`config.mk`:
```
export PLATFORM = sky130hd
export DESIGN_NAME = cpsc_pres_mem
export DESIGN_NICKNAME = d
export VERILOG_FILES = /design/src/design/cpsc_pkg.sv /design/src/design/cpsc_pres_mem.sv
export SDC_FILE = /design/constraint.sdc
export NUM_CORES = 2
export LEC_CHECK = 0
export BUFFER_PORTS_ARGS = -buffer_cell sky130_fd_sc_hd__buf_2
export CORE_AREA = 2 2 540 542
export CTS_BUF_LIST = sky130_fd_sc_hd__clkbuf_8 sky130_fd_sc_hd__clkbuf_16
export CTS_CLUSTER_DIAMETER = 100
export DETAILED_ROUTE_END_ITERATION = 10
export DIE_AREA = 0 0 542 544
export GPL_ROUTABILITY_DRIVEN = 0
export PLACE_DENSITY = 0.49
export REMOVE_ABC_BUFFERS = 1
export SLEW_MARGIN = 20
export SYNTH_ARGS = -nofsm -noshare
export SYNTH_HDL_FRONTEND = slang
export SYNTH_SLANG_ARGS = --single-unit
```
`constraint.sdc`:
```
create_clock -name clk -period 2.9 [get_ports clk]
set_input_delay 0.435 -clock clk [delete_from_list [all_inputs] [get_ports clk]]
set_output_delay 0.435 -clock clk [all_outputs]
set_load 0.02 [all_outputs]
```
`src/design/cpsc_pkg.sv`:
```
`timescale 1ns / 1ps

package cpsc_pkg;

	// width of one item id on the ports
	localparam int ITEM_W = 10;

	// width of one saturating presence count
	localparam int PRES_W = 2;

	// saturation level of a presence count
	localparam logic [PRES_W-1:0] PRES_MAX = 2'd3;

	// one stored incompatible pair
	typedef struct packed {
		logic [ITEM_W-1:0] a;
		logic [ITEM_W-1:0] b;
	} pair_t;

endpackage

```
`src/design/cpsc_pres_mem.sv`:
```
`timescale 1ns / 1ps

module cpsc_pres_mem
	import cpsc_pkg::*;
#(
	parameter int DEPTH = 1024,
	parameter int AW    = 10
) (
	input  logic              clk,
	input  logic              we,
	input  logic [AW-1:0]     waddr,
	input  logic [PRES_W-1:0] wdata,
	input  logic [AW-1:0]     raddr_a,
	input  logic [AW-1:0]     raddr_b,
	output logic [PRES_W-1:0] rdata_a,
	output logic [PRES_W-1:0] rdata_b
);

	logic [PRES_W-1:0] mem [DEPTH];

	// single write port, read before write on a collision
	always_ff @(posedge clk) begin
		if (we) begin
			mem[waddr] <= wdata;
		end
	end

	// two registered read ports
	always_ff @(posedge clk) begin
		rdata_a <= mem[raddr_a];
		rdata_b <= mem[raddr_b];
	end

endmodule

```
==> out/metrics.csv <==
stage,metric,value,unit
yosys,Cells after Synth,6209,
placed_design,DP Area,112000,um2
routing,DR WL/cell,36.0,um
critical_path,largest stage delay on the critical path,0.67,ns
routing,drt total wl,389000,um
global_route,number of global-route vias before repair,67500,
yosys,Yosys warnings,0,
power,sw power,16.7,mW
sta,final clock skew,0.0635,ns
power,P_int,51.7,mW
critical_path,CP arrival,3.64,ns
global_route,total grt overflow,0,
finish,most frequent cells in the layout,"2048 x edfxtp_1, 1076 x nor2_1, 883 x mux4_2",
floorplanning,Die H,544,um
clocking,Root Driver,clkbuf_16,
finish,share of layout cells above drive strength 1,32.2,%
power,Lkg Pwr,38.4,nW
yosys,post-synth top area cell,edfxtp_1,
yosys,cell area after synthesis,101000,um2
clocking,clock buffer depth,4,
clocking,# Post-CTS Setup Buffers,0,
finish,"commonest non-fill, non-tap cell in the layout",edfxtp_1,
placed_design,# port buffers,37,
run,max_cap viols,0,
sta,fin crit share,97.1,%
critical_path,critical path startpoint category,input port,
sta,min Tclk post-route,2.81,ns
critical_path,Crit path depth,11,
routing,DR iter-0 viols,9214,
yosys,number of flops mapped to enable cells by yosys,2048,
hold_path,Hold Path Cell Cnt,3,
critical_path,WP buf/inv,3,
yosys,register area share after synthesis,61.1,%
sta,WHS,0.0414,ns
power,Switching Share,24.4,%
hold_path,worst min path class,input port to flip-flop,
floorplanning,DIE AREA,295000,um2
power,peak supply drop,0.478,mV
sta,"Setup violations, final",0,
yosys,Synth area leaders,"edfxtp_1 61%, mux4_2 20%, mux2i_1 4.4%",
global_route,gr usage total,26.1,%
finish,fillers,26200,
finish,Final #Nets,6859,
clocking,CTS tree,built,
clocking,TritonCTS sink count,2052,
critical_path,CP Data Required Time,3.72,ns
yosys,area share of the largest cell type after synthesis,61.0,%
floorplanning,CORE AREA,289000,um2
power,Seq pwr share,47.8,%
sta,measured slew at the worst slew-check pin,1.06,ns
critical_path,"Worst Path Class, Setup",input port to flip-flop,
yosys,post-synth cell types,72,
power,Comb pwr share,10.1,%
critical_path,CP max stage cell,nor3_2,
routing,DRT Pass-1 Iters,6,
yosys,Yosys reg bits,2052,
placed_design,Post-DP HPWL,262000,um
finish,post-route cell area,120000,um2
routing,Remaining DRCs,0,
yosys,Mean Syn Cell Area,16.2,um2
critical_path,cell chain of the critical path,buf_8 > buf_12 > nand2b_4 > buf_4 > o221ai_1 > a21oi_1 > o21ai_0 > nand3_1 > nor3_2 > a41oi_2 > o2111ai_1,
power,Power Density,572,nW/um2
power,share of power burned in the clock network,42.1,%
clocking,CTS Buf Count,230,
sta,FMAX,355,MHz
global_route,pin count of the biggest net entering global routing,150,
global_route,global-route wire length before repair,541000,um
routing,antenna-violating nets left,0,
critical_path,Crit path max-delay family,simple AND/OR/NAND/NOR gates,
clocking,H-tree Lvls,4,
clocking,"CTS clk-pin slew, worst paths",0.06,ns
sta,"Hold Vio Cnt, Final",0,
global_route,initial antenna violation count,38,
routing,Vias/cell,6.15,
floorplanning,Starting Density,34.8,%
sta,Max transition margin,28.7,%
finish,area grow syn2layout,18.7,%
floorplanning,Ports,38,
status,outcome,finished clean,
critical_path,Worst setup EP type,flip-flop,
routing,via count,66500,
clocking,clock latency on the worst-skew pair,0.92,ns
floorplanning,die width,542,um
sta,RSZ-0062 raised after global routing,false,
yosys,Async SR Flop Fraction,0,%
floorplanning,Rows,198,
yosys,main flop type after synthesis,edfxtp_1,
critical_path,Reg2Reg Depth,8,
critical_path,"critical path fanouts, max",10,
sta,Max Slew Vio Count,0,
-- state kept, by name, summed over array words and instances, names as in the netlist --
| signal | cells |
|---|---|
| rdata_b | 2 |
| mem | 2048 |
| rdata_a | 2 |
-- per-layer routing --
metal | wire (um) | GRT usage (%) | vias up
met5 | 55 | 0 | -
li1 | - | - | 26700
met4 | 19000 | 11.1 | 10
met3 | 32900 | 4.26 | 773
met2 | 182000 | 41.9 | 3581
met1 | 155000 | 35.2 | 35400
-- power groups by stage --
stage / registers [mW] / logic (mW) / clock network, mW
2_1_floorplan: 33.3 / 2.38 / 0
3_3_place_gp: 33.3 / 6.81 / 0
3_5_place_dp: 33.3 / 6.81 / 0
4_1_cts: 32.7 / 6.84 / 29.1
5_1_grt: 32.7 / 7.11 / 30.2
6_report: 32.7 / 6.89 / 28.8
-- final timing paths --
check / startpoint / end / slack [ns]
worst max-delay path: raddr_b[1] / rdata_b[0]$_DFF_P_ / 0.09
worst min-delay path: waddr[0] / mem[807][0]$_DFFE_PP_ / 0.04
worst max register to register: mem[899][1]$_DFFE_PP_ / rdata_b[1]$_DFF_P_ / 0.09
worst min register to register: mem[319][0]$_DFFE_PP_ / rdata_b[0]$_DFF_P_ / 1.16
-- what timing repair did --
action / 4_1_cts / 5_1_grt
pin swaps: 2 / 2
hold buffers: 4 / 0
endpoints found under the hold margin: 49 / 0
setup endpoints to repair: 3 / 3
gates resized for setup: 11 / 7
-- cells in the mapped netlist (all sizes together), types with 3 or more instances --
cell / number
buf: 291
o32ai: 8
o221ai: 170
a21oi: 154
o211ai: 11
and3: 11
nand2: 135
or3: 6
clkbuf: 296
mux4: 883
o22ai: 109
edfxtp: 2048
a311oi: 3
a211o: 4
nor2: 1079
a2111oi: 8
nor3b: 11
nor4: 15
o2111ai: 3
a221oi: 27
a31oi: 8
clkinv: 3
mux2i: 447
or4: 5
a22oi: 88
nand4: 15
and3b: 4
a22o: 19
dfxtp: 4
a211oi: 14
nand3b: 3
o311ai: 5
and2: 15
or2: 7
nor3: 84
nand3: 59
o21ai: 80
mux2: 7
nand2b: 8
nor2b: 22
inv: 7
o31ai: 11
-- cells by family (layout without fill, tap and decap cells) --
kind of cell	count (synthesis)	in the layout	share of synthesized area, %
DFF	2052	2052	61.1
and+or+nand+nor	1485	1485	6.09
muxes	1337	1337	24.3
AOI/OAI and AO/OA	738	738	5.12
buffers and inverters	597	1393	3.41
other	0	10	0
-- stage by stage --
| step | power, mW | setup TNS (ns) | util (%) | setup WS (ns) | std cells |
|---|---|---|---|---|---|
| floorplan | 35.7 | -2.12 | - | -0.777 | 5622 |
| global placement | 40.1 | -4.40 | 38.8 | -1.33 | 10400 |
| detailed placement | 40.1 | -4.07 | 38.8 | -1.28 | 10400 |
| CTS | 68.6 | -0.000887 | 41.3 | -0.000887 | 10800 |
| global route | 70.0 | 0 | 41.3 | 0.0129 | 10800 |
| finish | 68.4 | 0 | 41.3 | 0.0853 | 10800 |
-- worst reg2reg max path, stage by stage (launching register included) --
cell and delay, ns:
edfxtp_1 0.41, mux4_2 0.47, mux4_2 0.54, a211oi_2 0.48, buf_4 0.24, a211oi_1 0.05, buf_4 0.16, nor3_1 0.22
o211ai_1 0.13
-- layout make-up --
cell class              count  area (um2)  share of cell area [%]
flip-flops and latches   2052       61600                    51.5
multi-input cells        3560       36200                    30.3
repair buffers            971        9720                    8.13
clock buffers             231        5780                    4.83
well taps                3800        4750                    3.97
clock inverters           181        1470                    1.23
inverters                  10        50.0                  0.0418
diodes                     10        25.0                  0.0209
Note: power is estimated with default switching activity, not from simulation.
